### src/rtl/mkte_pkg.sv
// Shared types, codes and letter tables for the multi-tap text entry block.
`timescale 1ns / 1ps

package mkte_pkg;

  localparam int CFG_DW = 16;
  localparam int ML_W   = 7;
  localparam int TO_W   = 16;
  localparam int KEY_W  = 4;
  localparam int PKEY_W = 5;
  localparam int TIME_W = 32;
  localparam int CHAR_W = 8;
  localparam int KIND_W = 2;
  localparam int LEN_W  = 6;

  localparam logic [ML_W-1:0] ML_RESET = 7'd64;
  localparam logic [TO_W-1:0] TO_RESET = 16'd1000;

  localparam logic REG_MAX_LENGTH = 1'b0;
  localparam logic REG_TIMEOUT    = 1'b1;

  localparam logic OP_KEY   = 1'b0;
  localparam logic OP_BEGIN = 1'b1;

  localparam logic [KEY_W-1:0] KEY_0      = 4'd0;
  localparam logic [KEY_W-1:0] KEY_2      = 4'd2;
  localparam logic [KEY_W-1:0] KEY_3      = 4'd3;
  localparam logic [KEY_W-1:0] KEY_4      = 4'd4;
  localparam logic [KEY_W-1:0] KEY_5      = 4'd5;
  localparam logic [KEY_W-1:0] KEY_6      = 4'd6;
  localparam logic [KEY_W-1:0] KEY_7      = 4'd7;
  localparam logic [KEY_W-1:0] KEY_8      = 4'd8;
  localparam logic [KEY_W-1:0] KEY_9      = 4'd9;
  localparam logic [KEY_W-1:0] KEY_CANCEL = 4'd10;
  localparam logic [KEY_W-1:0] KEY_SAVE   = 4'd13;
  localparam logic [KEY_W-1:0] KEY_STAR   = 4'd14;

  localparam logic [PKEY_W-1:0] NO_KEY = 5'd16;

  localparam logic [KIND_W-1:0] KIND_STATUS = 2'd0;
  localparam logic [KIND_W-1:0] KIND_CHAR   = 2'd1;
  localparam logic [KIND_W-1:0] KIND_EMPTY  = 2'd2;

  localparam logic [CHAR_W-1:0] CHAR_SPACE = 8'h20;
  localparam logic [CHAR_W-1:0] CHAR_A     = 8'h41;

  typedef enum logic [1:0] {
    ST_IDLE,
    ST_EXEC,
    ST_SAVE,
    ST_DRAIN
  } ctrl_state_e;

  typedef struct packed {
    logic load;
    logic exec;
    logic walk;
  } ctrl_cmd_t;

  typedef struct packed {
    logic save_walk;
    logic walk_done;
  } dp_status_t;

  function automatic logic [CHAR_W-1:0] letter_code(input logic [KEY_W-1:0] key,
                                                    input logic [1:0]       pos);
    logic [CHAR_W-1:0] base;
    base = CHAR_A;
    unique case (key)
      KEY_2:   base = CHAR_A;
      KEY_3:   base = CHAR_A + 8'd3;
      KEY_4:   base = CHAR_A + 8'd6;
      KEY_5:   base = CHAR_A + 8'd9;
      KEY_6:   base = CHAR_A + 8'd12;
      KEY_7:   base = CHAR_A + 8'd15;
      KEY_8:   base = CHAR_A + 8'd19;
      KEY_9:   base = CHAR_A + 8'd22;
      default: base = CHAR_A;
    endcase
    return base + {6'd0, pos};
  endfunction

  function automatic logic [1:0] next_pos(input logic [KEY_W-1:0] key,
                                          input logic [1:0]       pos);
    logic [1:0] res;
    if (key == KEY_7 || key == KEY_9) begin
      res = pos + 2'd1;
    end else begin
      unique case (pos)
        2'd0:    res = 2'd1;
        2'd1:    res = 2'd2;
        2'd2:    res = 2'd0;
        default: res = 2'd1;
      endcase
    end
    return res;
  endfunction

endpackage

### src/rtl/multitap_keypad_text_entry_core.sv
// Top level of the multi-tap keypad text entry core.
`timescale 1ns / 1ps

// A transaction is taken when start_i is high and busy_o is low. A begin or
// key transaction, save of stored text apart, gives one status result, on
// the ports in the same cycle that busy_o falls. In a save of n characters
// the store is read one character per cycle through its single read port
// and each character comes out on its own cycle, back to back, the last
// one marked by last_o. Results are strobed by res_valid_o for one cycle
// each and cannot be held off. Configuration writes take effect at once and
// are meant for idle periods.

module multitap_keypad_text_entry_core #(
  parameter int TEXT_DEPTH = 64
) (
  input  logic                            clk_i,
  input  logic                            rst_ni,
  input  logic                            cfg_we_i,
  input  logic                            cfg_idx_i,
  input  logic [mkte_pkg::CFG_DW-1:0]     cfg_data_i,
  input  logic                            start_i,
  output logic                            busy_o,
  input  logic                            op_i,
  input  logic [mkte_pkg::KEY_W-1:0]      key_i,
  input  logic [mkte_pkg::TIME_W-1:0]     now_ms_i,
  output logic                            res_valid_o,
  output logic [mkte_pkg::KIND_W-1:0]     kind_o,
  output logic [mkte_pkg::CHAR_W-1:0]     char_out_o,
  output logic                            last_o,
  output logic                            changed_o,
  output logic [mkte_pkg::LEN_W-1:0]      text_length_o,
  output logic                            editing_o
);

  import mkte_pkg::*;

  ctrl_cmd_t  cmd;
  dp_status_t status;

  mkte_ctrl u_ctrl (
    .clk_i    (clk_i),
    .rst_ni   (rst_ni),
    .start_i  (start_i),
    .status_i (status),
    .cmd_o    (cmd),
    .busy_o   (busy_o)
  );

  mkte_dpath #(
    .TEXT_DEPTH (TEXT_DEPTH)
  ) u_dpath (
    .clk_i         (clk_i),
    .rst_ni        (rst_ni),
    .cmd_i         (cmd),
    .status_o      (status),
    .cfg_we_i      (cfg_we_i),
    .cfg_idx_i     (cfg_idx_i),
    .cfg_data_i    (cfg_data_i),
    .op_i          (op_i),
    .key_i         (key_i),
    .now_ms_i      (now_ms_i),
    .res_valid_o   (res_valid_o),
    .kind_o        (kind_o),
    .char_out_o    (char_out_o),
    .last_o        (last_o),
    .changed_o     (changed_o),
    .text_length_o (text_length_o),
    .editing_o     (editing_o)
  );

  a_stream_contiguous: assert property (@(posedge clk_i) disable iff (!rst_ni)
    res_valid_o && !last_o |=> res_valid_o && (kind_o == KIND_CHAR))
    else $error("saved text stream broken");

  a_char_after_save: assert property (@(posedge clk_i) disable iff (!rst_ni)
    res_valid_o && (kind_o == KIND_CHAR) |-> !editing_o && (text_length_o == '0))
    else $error("saved character while store not cleared");

  a_accept_busy: assert property (@(posedge clk_i) disable iff (!rst_ni)
    start_i && !busy_o |=> busy_o && !res_valid_o)
    else $error("accepted transaction not processed");

endmodule

### src/rtl/mkte_ram.sv
// Generic single-write, single-read RAM with registered read data.
`timescale 1ns / 1ps

module mkte_ram #(
  parameter int WIDTH = 8,
  parameter int DEPTH = 64,
  localparam int AW   = $clog2(DEPTH)
) (
  input  logic             clk_i,
  input  logic             we_i,
  input  logic [AW-1:0]    waddr_i,
  input  logic [WIDTH-1:0] wdata_i,
  input  logic [AW-1:0]    raddr_i,
  output logic [WIDTH-1:0] rdata_o
);

  logic [WIDTH-1:0] mem_q [DEPTH];
  logic [WIDTH-1:0] rdata_q;

  always_ff @(posedge clk_i) begin
    if (we_i) begin
      mem_q[waddr_i] <= wdata_i;
    end
    rdata_q <= mem_q[raddr_i];
  end

  assign rdata_o = rdata_q;

endmodule

### src/rtl/mkte_ctrl.sv
// Controller state machine: accept, execute, and walk the store on save.
`timescale 1ns / 1ps

module mkte_ctrl (
  input  logic                   clk_i,
  input  logic                   rst_ni,
  input  logic                   start_i,
  input  mkte_pkg::dp_status_t   status_i,
  output mkte_pkg::ctrl_cmd_t    cmd_o,
  output logic                   busy_o
);

  import mkte_pkg::*;

  ctrl_state_e state_q, state_d;

  always_ff @(posedge clk_i or negedge rst_ni) begin
    if (!rst_ni) begin
      state_q <= ST_IDLE;
    end else begin
      state_q <= state_d;
    end
  end

  always_comb begin
    state_d = state_q;
    unique case (state_q)
      ST_IDLE: begin
        if (start_i) state_d = ST_EXEC;
      end
      ST_EXEC: begin
        state_d = status_i.save_walk ? ST_SAVE : ST_IDLE;
      end
      ST_SAVE: begin
        if (status_i.walk_done) state_d = ST_DRAIN;
      end
      ST_DRAIN: begin
        state_d = ST_IDLE;
      end
      default: state_d = ST_IDLE;
    endcase
  end

  always_comb begin
    cmd_o.load = (state_q == ST_IDLE) && start_i;
    cmd_o.exec = (state_q == ST_EXEC);
    cmd_o.walk = (state_q == ST_SAVE);
    busy_o     = (state_q != ST_IDLE);
  end

endmodule

### src/rtl/mkte_dpath.sv
// Datapath: configuration, text store, multi-tap state and result registers.
`timescale 1ns / 1ps

module mkte_dpath #(
  parameter int TEXT_DEPTH = 64
) (
  input  logic                            clk_i,
  input  logic                            rst_ni,
  input  mkte_pkg::ctrl_cmd_t             cmd_i,
  output mkte_pkg::dp_status_t            status_o,
  input  logic                            cfg_we_i,
  input  logic                            cfg_idx_i,
  input  logic [mkte_pkg::CFG_DW-1:0]     cfg_data_i,
  input  logic                            op_i,
  input  logic [mkte_pkg::KEY_W-1:0]      key_i,
  input  logic [mkte_pkg::TIME_W-1:0]     now_ms_i,
  output logic                            res_valid_o,
  output logic [mkte_pkg::KIND_W-1:0]     kind_o,
  output logic [mkte_pkg::CHAR_W-1:0]     char_out_o,
  output logic                            last_o,
  output logic                            changed_o,
  output logic [mkte_pkg::LEN_W-1:0]      text_length_o,
  output logic                            editing_o
);

  import mkte_pkg::*;

  localparam int CW = $clog2(TEXT_DEPTH);
  localparam logic [ML_W-1:0] DEPTH_M1  = ML_W'(TEXT_DEPTH - 1);
  localparam logic [ML_W-1:0] DEPTH_CAP = ML_W'(TEXT_DEPTH);

  logic [ML_W-1:0]   ml_q;
  logic [TO_W-1:0]   to_q;
  logic              op_q;
  logic [KEY_W-1:0]  key_q;
  logic [TIME_W-1:0] now_q;

  logic [CW-1:0]     cnt_q, cnt_d;
  logic              active_q, active_d;
  logic [PKEY_W-1:0] pkey_q, pkey_d;
  logic [TIME_W-1:0] ptime_q, ptime_d;
  logic [1:0]        lpos_q, lpos_d;

  logic [CW-1:0]     rd_idx_q, rd_idx_d;
  logic [CW-1:0]     n_last_q, n_last_d;
  logic              rd_vld_q, rd_vld_d;
  logic              rd_last_q, rd_last_d;
  logic              save_chg_q, save_chg_d;

  logic              out_vld_q, out_vld_d;
  logic [KIND_W-1:0] kind_q, kind_d;
  logic [CHAR_W-1:0] char_q, char_d;
  logic              last_q, last_d;
  logic              chg_q, chg_d;
  logic [LEN_W-1:0]  len_q, len_d;
  logic              edit_q, edit_d;

  logic              we;
  logic [CW-1:0]     waddr;
  logic [CHAR_W-1:0] wdata;
  logic [CHAR_W-1:0] rdata;

  logic [ML_W-1:0]   cap7;
  logic [CW-1:0]     cap;
  logic [CW-1:0]     n_emit;
  logic              begin_ok;
  logic              is_digit;
  logic              rpt_hit;
  logic [TIME_W-1:0] elapsed;
  logic              save_walk;

  mkte_ram #(
    .WIDTH (CHAR_W),
    .DEPTH (TEXT_DEPTH)
  ) u_store (
    .clk_i   (clk_i),
    .we_i    (we),
    .waddr_i (waddr),
    .wdata_i (wdata),
    .raddr_i (rd_idx_q),
    .rdata_o (rdata)
  );

  always_comb begin
    cap7     = (ml_q == '0) ? '0 : ml_q - ML_W'(1);
    cap      = (cap7 > DEPTH_M1) ? CW'(DEPTH_M1) : CW'(cap7);
    n_emit   = (cnt_q > cap) ? cap : cnt_q;
    begin_ok = (ml_q != '0) && (ml_q <= DEPTH_CAP);
    is_digit = (key_q >= KEY_2) && (key_q <= KEY_9);
    elapsed  = now_q - ptime_q;
    rpt_hit  = (pkey_q == {1'b0, key_q}) && (elapsed < {16'd0, to_q});
    save_walk = (op_q == OP_KEY) && (key_q == KEY_SAVE) && active_q && (n_emit != '0);
  end

  assign status_o.save_walk = save_walk;
  assign status_o.walk_done = (rd_idx_q == n_last_q);

  always_comb begin
    cnt_d      = cnt_q;
    active_d   = active_q;
    pkey_d     = pkey_q;
    ptime_d    = ptime_q;
    lpos_d     = lpos_q;
    rd_idx_d   = rd_idx_q;
    n_last_d   = n_last_q;
    rd_vld_d   = 1'b0;
    rd_last_d  = rd_last_q;
    save_chg_d = save_chg_q;
    we         = 1'b0;
    waddr      = cnt_q;
    wdata      = CHAR_SPACE;
    out_vld_d  = 1'b0;
    kind_d     = KIND_STATUS;
    char_d     = '0;
    last_d     = 1'b1;
    chg_d      = 1'b0;

    if (cmd_i.exec) begin
      if (op_q == OP_BEGIN) begin
        if (begin_ok) begin
          active_d = 1'b1;
          cnt_d    = '0;
          pkey_d   = NO_KEY;
          ptime_d  = '0;
          lpos_d   = '0;
        end
      end else begin
        priority if (key_q == KEY_SAVE) begin
          if (active_q) begin
            chg_d      = (cnt_q != '0);
            save_chg_d = (cnt_q != '0);
            cnt_d      = '0;
            active_d   = 1'b0;
            rd_idx_d   = '0;
            n_last_d   = n_emit - CW'(1);
            if (n_emit == '0) kind_d = KIND_EMPTY;
          end
        end else if (key_q == KEY_CANCEL) begin
          chg_d    = (cnt_q != '0);
          cnt_d    = '0;
          active_d = 1'b0;
        end else if (key_q == KEY_STAR) begin
          if (cnt_q != '0) begin
            cnt_d = cnt_q - CW'(1);
            chg_d = 1'b1;
          end
        end else if (key_q == KEY_0) begin
          if (active_q && (cnt_q < cap)) begin
            we    = 1'b1;
            wdata = CHAR_SPACE;
            cnt_d = cnt_q + CW'(1);
            chg_d = 1'b1;
          end
        end else if (is_digit) begin
          if (rpt_hit) begin
            lpos_d = next_pos(key_q, lpos_q);
            if (cnt_q != '0) begin
              we    = 1'b1;
              waddr = cnt_q - CW'(1);
              wdata = letter_code(key_q, lpos_d);
              chg_d = 1'b1;
            end
          end else begin
            lpos_d = '0;
            if (active_q && (cnt_q < cap)) begin
              we    = 1'b1;
              wdata = letter_code(key_q, 2'd0);
              cnt_d = cnt_q + CW'(1);
              chg_d = 1'b1;
            end
          end
          pkey_d  = {1'b0, key_q};
          ptime_d = now_q;
        end else begin
          chg_d = 1'b0;
        end
      end
      out_vld_d = !save_walk;
    end

    if (cmd_i.walk) begin
      rd_idx_d  = rd_idx_q + CW'(1);
      rd_vld_d  = 1'b1;
      rd_last_d = (rd_idx_q == n_last_q);
    end

    if (rd_vld_q) begin
      out_vld_d = 1'b1;
      kind_d    = KIND_CHAR;
      char_d    = rdata;
      last_d    = rd_last_q;
      chg_d     = save_chg_q;
    end

    len_d  = LEN_W'(cnt_d);
    edit_d = active_d;
  end

  always_ff @(posedge clk_i or negedge rst_ni) begin
    if (!rst_ni) begin
      ml_q      <= ML_RESET;
      to_q      <= TO_RESET;
      cnt_q     <= '0;
      active_q  <= 1'b0;
      pkey_q    <= NO_KEY;
      ptime_q   <= '0;
      lpos_q    <= '0;
      rd_idx_q  <= '0;
      rd_vld_q  <= 1'b0;
      out_vld_q <= 1'b0;
    end else begin
      if (cfg_we_i) begin
        unique case (cfg_idx_i)
          REG_MAX_LENGTH: ml_q <= cfg_data_i[ML_W-1:0];
          REG_TIMEOUT:    to_q <= cfg_data_i[TO_W-1:0];
          default:        ml_q <= ml_q;
        endcase
      end
      cnt_q     <= cnt_d;
      active_q  <= active_d;
      pkey_q    <= pkey_d;
      ptime_q   <= ptime_d;
      lpos_q    <= lpos_d;
      rd_idx_q  <= rd_idx_d;
      rd_vld_q  <= rd_vld_d;
      out_vld_q <= out_vld_d;
    end
  end

  always_ff @(posedge clk_i) begin
    if (cmd_i.load) begin
      op_q  <= op_i;
      key_q <= key_i;
      now_q <= now_ms_i;
    end
    n_last_q   <= n_last_d;
    rd_last_q  <= rd_last_d;
    save_chg_q <= save_chg_d;
    kind_q     <= kind_d;
    char_q     <= char_d;
    last_q     <= last_d;
    chg_q      <= chg_d;
    len_q      <= len_d;
    edit_q     <= edit_d;
  end

  assign res_valid_o   = out_vld_q;
  assign kind_o        = kind_q;
  assign char_out_o    = char_q;
  assign last_o        = last_q;
  assign changed_o     = chg_q;
  assign text_length_o = len_q;
  assign editing_o     = edit_q;

endmodule

### config.mk
export PLATFORM = sky130hd
export DESIGN_NAME = multitap_keypad_text_entry_core
export DESIGN_NICKNAME = d
export VERILOG_FILES = /design/src/rtl/mkte_pkg.sv /design/src/rtl/multitap_keypad_text_entry_core.sv /design/src/rtl/mkte_ram.sv /design/src/rtl/mkte_ctrl.sv /design/src/rtl/mkte_dpath.sv
export SDC_FILE = /design/constraint.sdc
export NUM_CORES = 1
export LEC_CHECK = 0
export ABC_CLOCK_PERIOD_IN_PS = 5800
export BUFFER_PORTS_ARGS = -buffer_cell sky130_fd_sc_hd__buf_2
export CAP_MARGIN = 20
export CORE_MARGIN = 10
export CORE_UTILIZATION = 40
export DETAILED_ROUTE_END_ITERATION = 10
export RECOVER_POWER = 25
export SLEW_MARGIN = 20
export SYNTH_ARGS = -nofsm -noshare
export SYNTH_HDL_FRONTEND = slang
export SYNTH_SLANG_ARGS = --single-unit
### constraint.sdc
create_clock -name clk_i -period 5.8 [get_ports clk_i]
set_input_delay 1.74 -clock clk_i [delete_from_list [all_inputs] [get_ports clk_i]]
set_output_delay 1.74 -clock clk_i [all_outputs]
set_load 0.02 [all_outputs]
==> reports/summary.txt, run 1 <==
Reg clk slew, reported paths = 0.06 ns
Outcome = complete, but fails checks
Initial antenna violation count = 1
Gr ovfl total = 0
Post-layout min period = 5.62 ns
Worst path cell trace = ha_1, fa_1, nand2b_1, a21oi_2, buf_4, o2111ai_1, and2_4, xnor2_1, ha_1, nor2b_1, o21ai_0, o2111ai_1, nor4_2, nand4_1, nor4_4, nand4_1, or3b_4, a21o_2, buf_12, nor3_1, buf_4
Pre-CTS setup slack = -0.322 ns
Routed WL = 66.9 mm
Met2 WL = 33.0 mm
Avg Vias per Cell = 5.67
Count of flip-flops with a built-in enable after synthesis = 493
Worst-margin pin slew = 3.38 ns
Core area = 0.0661 sq mm
Synth Instances = 1704
Drt pass-1 iters = 5
Area occupied by multi-input gates = 0.00910 sq mm
Top-area cell type share of the netlist area = 0.553
Post-Synthesis Cell Area = 0.0268 sq mm
Storage element area = 0.0174 sq mm
Pwr Total = 13.1 mW
Worst Skew = 0.0501 ns
Sequential element share of the synthesized area = 0.649
Area leader, netlist = edfxtp_1
Max cap viols = 5
Wire length on met1 = 27.9 mm
Post-route DRC = 0
DIE WIDTH = 279 um
CTS Buffer Depth = 3
First-pass GRT wire length = 100 mm
Top cells by area, synth = edfxtp_1 (55%), mux4_2 (12%), dfrtp_1 (6.6%)
Routed Antenna Nets = 0
Power Density = 417 mW/mm^2
Full die area = 0.0777 sq mm
Failing checks = capacitance limit, slew limit
Worst-path fanout max = 63
Critical path buffers and inverters = 3
Met3 wire len = 4.11 mm
GPL Wtd Cong = 0.894
Clk root buf = clkbuf_16
YS warnings = 0
Top Metal Used = met5
DPL Wire Length = 41.6 mm
WL per Instance = 23.9 um
H-tree depth = 3
Vias = 15900
Async SR Flop Fraction = 0.131
Worst path slowest cell = fa_1
Crit. End Element = flop
Syn-to-layout area delta = 17.4%
Overall track demand over capacity in global routing = 0.168
# IOs = 79
Die height = 279 um
Critical path's top delay family = simple AND/OR/NAND/NOR gates
CP Data Arrival Time = 5.90 ns
Critical path startpoint category = flop
Min setup slack post-route = 0.184 ns
Leakage = 10.9 nW
Worst Hold Class = reg -> reg
CTS tree = done
Initial DRC Count = 1317
Post-CTS Hold Fix Bufs = 0
Vias in the first global route = 16000
Tcrit/Tclk final = 0.968
#FFs+latches synth = 602
Final nets = 2017
Yosys cell types = 81
Cell Rows = 94
Clock Sinks = 602
Critical Path RT = 6.08 ns
Crit Path Category = reg -> reg
Syn Nets = 1835
Ys flop type = edfxtp_1
Slew Limit Fails = 219
Syn avg cell area = 15.7 sq um
Pin count of the biggest net entering global routing = 68
Setup repair after global routing missed its margin = yes
VDD IR max = 0.000271 V
Fmax = 178 MHz
IO buf count = 77
Skew-Pair Late Insertion Delay = 0.62 ns
CP max stage delay = 0.44 ns
Final hold violations = 0
Starting Density = 0.405
Final setup fails = 0
Share of cells above drive strength 1 = 0.278
CTS Buf Count = 66
Worst rel slew slack = -1.25
Filler instances = 5635
## cells in the final DEF (no fill, tap or decap), types with 26 or more instances in the layout
cell | synthesis | layout
buf_2 | 9 | 69
dfrtp_1 | 71 | 69
ha_1 | 71 | 71
clkbuf_16 | 0 | 68
mux2_2 | 27 | 26
xnor2_1 | 31 | 29
nand3_1 | 27 | 27
clkbuf_1 | 55 | 29
inv_1 | 85 | 84
o21ai_0 | 49 | 46
a21oi_1 | 64 | 62
dfxtp_1 | 30 | 30
edfxtp_1 | 493 | 493
nand2_1 | 84 | 83
mux4_2 | 147 | 147
a22o_1 | 40 | 40
nor2_1 | 64 | 59
nor3_1 | 84 | 63
buf_4 | 2 | 92
## area by class of cell
type                            count  area share
Clock buffer                       90      0.0580
Tap cell                          864      0.0344
Timing Repair Buffer              190      0.0434
Multi-Input combinational cell    940       0.289
Clock inverter                     30      0.0113
Antenna cell                        1   0.0000796
Sequential cell                   602       0.553
Inverter                           86      0.0103
## power breakdown
part | internal, mW | switching [mW] | leakage [nW]
logic | 1.40 | 2.31 | 4.00
registers | 5.01 | 0.231 | 5.88
clock network | 2.43 | 1.75 | 1.06
total | 8.83 | 4.29 | 10.9
## metal layers
metal | up-vias | global-route usage
li1 | 7077 | -
met1 | 8210 | 0.220
met2 | 517 | 0.278
met3 | 98 | 0.0290
met4 | 2 | 0.0627
met5 | - | 0
## cells by family after synthesis
kind of cell	Yosys count	synth area share
compound gates	272	0.0701
mux	183	0.138
flops	602	0.649
xor+xnor	50	0.0163
simple gates	350	0.0645
other cells	1	0.000140
fa+ha+maj	73	0.0346
buf+inv	173	0.0269
## through the flow
stage / util / instances / instance area [sq um] / setup TNS (ns) / hold slack, ns
global placement: 0.435 / 2665 / 28800 / -7.78 / 0.415
detailed placement: 0.435 / 2665 / 28800 / -28.77 / 0.411
finish: 0.476 / 2803 / 31400 / 0 / 0.419
floorplan: - / 1704 / 26800 / -40.88 / 0.387
CTS: 0.470 / 2790 / 31100 / 0 / 0.425
global route: 0.476 / 2802 / 31400 / -25.85 / 0.454
## state kept, by name (all words and copies together), names as in the netlist, 2 cells and up, named ones only
| register | cells |
|---|---|
| u_dpath.u_store.mem_q | 448 |
| u_dpath.now_q | 32 |
| u_dpath.ptime_q | 32 |
| u_dpath.to_q | 16 |
| u_dpath.char_out_o | 7 |
| u_dpath.ml_q | 7 |
| u_dpath.u_store.rdata_o | 7 |
| u_dpath.cnt_q | 6 |
| u_dpath.n_last_q | 6 |
| u_dpath.rd_idx_q | 6 |
| u_dpath.text_length_o | 6 |
| u_dpath.pkey_q | 5 |
| u_dpath.key_q | 4 |
| u_dpath.kind_o | 2 |
| u_dpath.lpos_q | 2 |
## cells in the mapped netlist, types with 8 or more instances
master    count
a21o_1       16
a21oi_1      64
a22o_1       40
and2_1       15
and3_1        8
buf_1        14
buf_2         9
clkbuf_1     55
dfrtp_1      71
dfstp_2       8
dfxtp_1      30
edfxtp_1    493
ha_1         71
inv_1        85
mux2_2       27
mux2i_1       9
mux4_2      147
nand2_1      84
nand3_1      27
nand4_1      20
nor2_1       64
nor2b_1       9
nor3_1       84
nor4_1       10
o211ai_1     11
o21a_1       13
o21ai_0      49
o21ai_1       9
xnor2_1      31
xor2_1       19
## path summary, 6_finish.rpt
kind / slack (ns) / startpoint / end / cells after the start
worst max-delay path: 0.18 / u_dpath.ptime_q[0] / u_dpath.u_store.mem_q[35][2] / 21
min in group asynchronous: 2.00 / rst_ni / u_dpath.ptime_q[12] / 1
worst min register to register: 0.42 / u_dpath.rd_last_q / u_dpath.last_o / 1
worst max register to register: 0.18 / u_dpath.ptime_q[0] / u_dpath.u_store.mem_q[35][2] / 21
worst min-delay path: 0.42 / u_dpath.rd_last_q / u_dpath.last_o / 1
max in group asynchronous: 1.03 / rst_ni / u_dpath.ptime_q[4] / 2
## repair_timing
action / 4_1_cts / 5_1_grt
setup endpoints to repair: 631 / 896
buffers inserted: 0 / 5
cloned: 5 / 6
pin swaps: 4 / 12
resized for setup: 20 / 55
No activity file was read; power rests on OpenSTA's default activity.
==> run 2, diff against run 1 <==
- CORE_ASPECT_RATIO: default -> 0.5
==> reports/summary.txt, run 2 (synthesized netlist as in run 1, its figures left out) <==
Fmax = 185 MHz (+3.8%)
# Post-CTS Setup Buffers = 0 (unchanged)
Worst-margin pin slew = 3.12 ns (-0.259 ns)
Slew Limit Fails = 207 (-5.5%)
Worst path slowest cell = or3b_4
Worst hold slack = 0.372 ns (-0.0474 ns)
CTS tree = done
Clk root buf = clkbuf_16
H-tree depth = 2 (-1)
CP max stage delay = 0.49 ns (+0.05 ns)
CTS Buffer Depth = 3 (unchanged)
Top Metal Used = met5
Crit Path Category = reg -> reg
Cells after DPL = 2693 (+1.1%)
Max cap viols = 5 (unchanged)
First-pass GRT wire length = 100 mm (+0.19%)
Overall track demand over capacity in global routing = 0.167 (-0.00137)
Post-CTS Hold Fix Bufs = 0 (unchanged)
Met3 wire len = 5.25 mm (+28%)
Avg Vias per Cell = 5.57 (-1.9%)
Failing checks = capacitance limit, slew limit
Setup repair after global routing missed its margin = no
Hold Path Origin = u_dpath.rd_last_q
Area occupied by multi-input gates = 0.00884 sq mm (-2.8%)
Vias = 15600 (-2.1%)
Share of cells above drive strength 1 = 0.251 (-0.0267)
Skew-Pair Late Insertion Delay = 0.67 ns (+0.05 ns)
Power Density = 410 mW/mm^2 (-1.8%)
Worst Hold Class = reg -> reg
Core area = 0.0657 sq mm (-0.68%)
DPL Wire Length = 44.8 mm (+7.7%)
Storage element area = 0.0174 sq mm (unchanged)
Met2 WL = 31.7 mm (-4.2%)
Largest regs = u_dpath.u_store.mem_q x448, u_dpath.now_q x32, u_dpath.ptime_q x32
CP Data Arrival Time = 5.75 ns (-0.15 ns)
Critical Path RT = 6.14 ns (+0.06 ns)
Critical path startpoint category = flop
Final nets = 1998 (-0.94%)
Vias in the first global route = 15600 (-2.3%)
Clock Sinks = 602 (unchanged)
Ant. Diodes = 0 (-1)
Reg with most FFs = u_dpath.u_store.mem_q
CTS Buf Count = 55 (-17%)
Filler instances = 5587 (-0.85%)
Die height = 203 um (-27%)
Non-filler cells, final = 2797 (-0.21%)
Pwr Total = 12.7 mW (-3.2%)
Gr ovfl total = 0 (unchanged)
Syn-to-layout area delta = 15.7%
Pin count of the biggest net entering global routing = 78 (+15%)
# IOs = 79 (unchanged)
Initial DRC Count = 1535 (+17%)
WL per Instance = 23.8 um (-0.36%)
Post-layout min period = 5.41 ns (-0.207 ns)
Reg clk slew, reported paths = 0.06 ns (about the same)
Leakage = 10.8 nW (-1.7%)
Initial antenna violation count = 1 (unchanged)
Final setup fails = 0 (unchanged)
Worst path cell trace = ha_1, fa_1, nand2b_1, a21oi_2, buf_4, o2111ai_1, and2_1, xnor2_1, ha_1, nor2b_1, o21ai_0, o2111ai_1, nor4_1, nand4_1, nor4_2, nand4_1, or3b_4, a21o_4, buf_12, nor3_1, buf_4
VDD IR max = 0.000298 V (+9.8%)
Starting Density = 0.408 (+0.00277)
DIE WIDTH = 386 um (+38%)
Final hold violations = 0 (unchanged)
RR Startpoint = u_dpath.ptime_q[0]
Worst Skew = 0.0698 ns (+0.0197 ns)
Post-route DRC = 0 (unchanged)
Full die area = 0.0784 sq mm (+0.81%)
Routed WL = 66.6 mm (-0.57%)
Commonest non-fill, non-tap cell in the layout = edfxtp_1
Outcome = complete, but fails checks
IO buf count = 77 (unchanged)
Placed Area = 0.0290 sq mm (+0.93%)
Wire length on met1 = 28.3 mm (+1.3%)
Crit. End Element = flop
Worst-path fanout max = 34 (-46%)
Drt pass-1 iters = 5 (unchanged)
Cell Rows = 66 (-30%)
Worst rel slew slack = -1.08 (+0.168)
Largest register FFs = 448 (unchanged)
GPL Wtd Cong = 0.847 (-5.2%)
Fin area = 0.0310 sq mm (-1.4%)
Routed Antenna Nets = 0 (unchanged)
Critical path launch point = u_dpath.ptime_q[0]
Commonest cells after routing, fill and taps aside = edfxtp_1 (493), mux4_2 (147), buf_4 (95)
Tcrit/Tclk final = 0.933 (-0.0356)
==> run 2: area by class of cell <==
type	instances	share of cell area
clock buffer	67	0.0462
sequential	602	0.561
inverter	86	0.0104
timing repair buffer	192	0.0447
tap	884	0.0357
clock inverter	36	0.0164
multi-input combinational	930	0.285
==> run 2: final timing paths <==
kind	slack, ns	endpoint	cells after the start
worst min register to register	0.37	u_dpath.last_o	1
min in group asynchronous	2.04	u_dpath.ptime_q[19]	1
worst max register to register	0.39	u_dpath.u_store.mem_q[5][6]	21
worst max-delay path	0.39	u_dpath.u_store.mem_q[5][6]	21
worst min-delay path	0.37	u_dpath.last_o	1
max in group asynchronous	0.88	u_dpath.rd_idx_q[2]	2
==> run 2: repair_timing <==
action	CTS	global route
pin swaps	0	2
resized for setup	1	22
setup endpoints to repair	49	548
cloned	0	1
==> run 2: per-layer routing <==
layer / global-route usage / vias to the layer above
met2: 0.271 / 581
met4: 0.0413 / 2
met5: 0 / -
met3: 0.0369 / 99
li1: - / 7019
met1: 0.226 / 7867
==> run 2: critical path: cells and delay by family (launching register included) <==
kind            cells  cell delay [ns]
buf+inv             3             0.55
fa+ha+maj           3             0.95
flops               1             0.39
compound gates      5             0.94
xor+xnor            1             0.19
simple gates        9             2.09
==> run 2: metrics by stage <==
stage / TNS (ns) / util / setup WS, ns
finish: 0 / 0.472 / 0.390
global route: 0 / 0.472 / 0.0169
CTS: -3.73 / 0.472 / -0.123
detailed placement: -4.28 / 0.442 / -0.135
global placement: -0.815 / 0.442 / -0.0500
floorplan: -40.88 / - / -0.320
==> run 2: report_power, final <==
part / internal, mW / switching, mW / total [mW]
Sequential: 5.00 / 0.199 / 5.20
Clock: 2.23 / 1.66 / 3.89
Combinational: 1.38 / 2.24 / 3.62
Total: 8.61 / 4.10 / 12.7
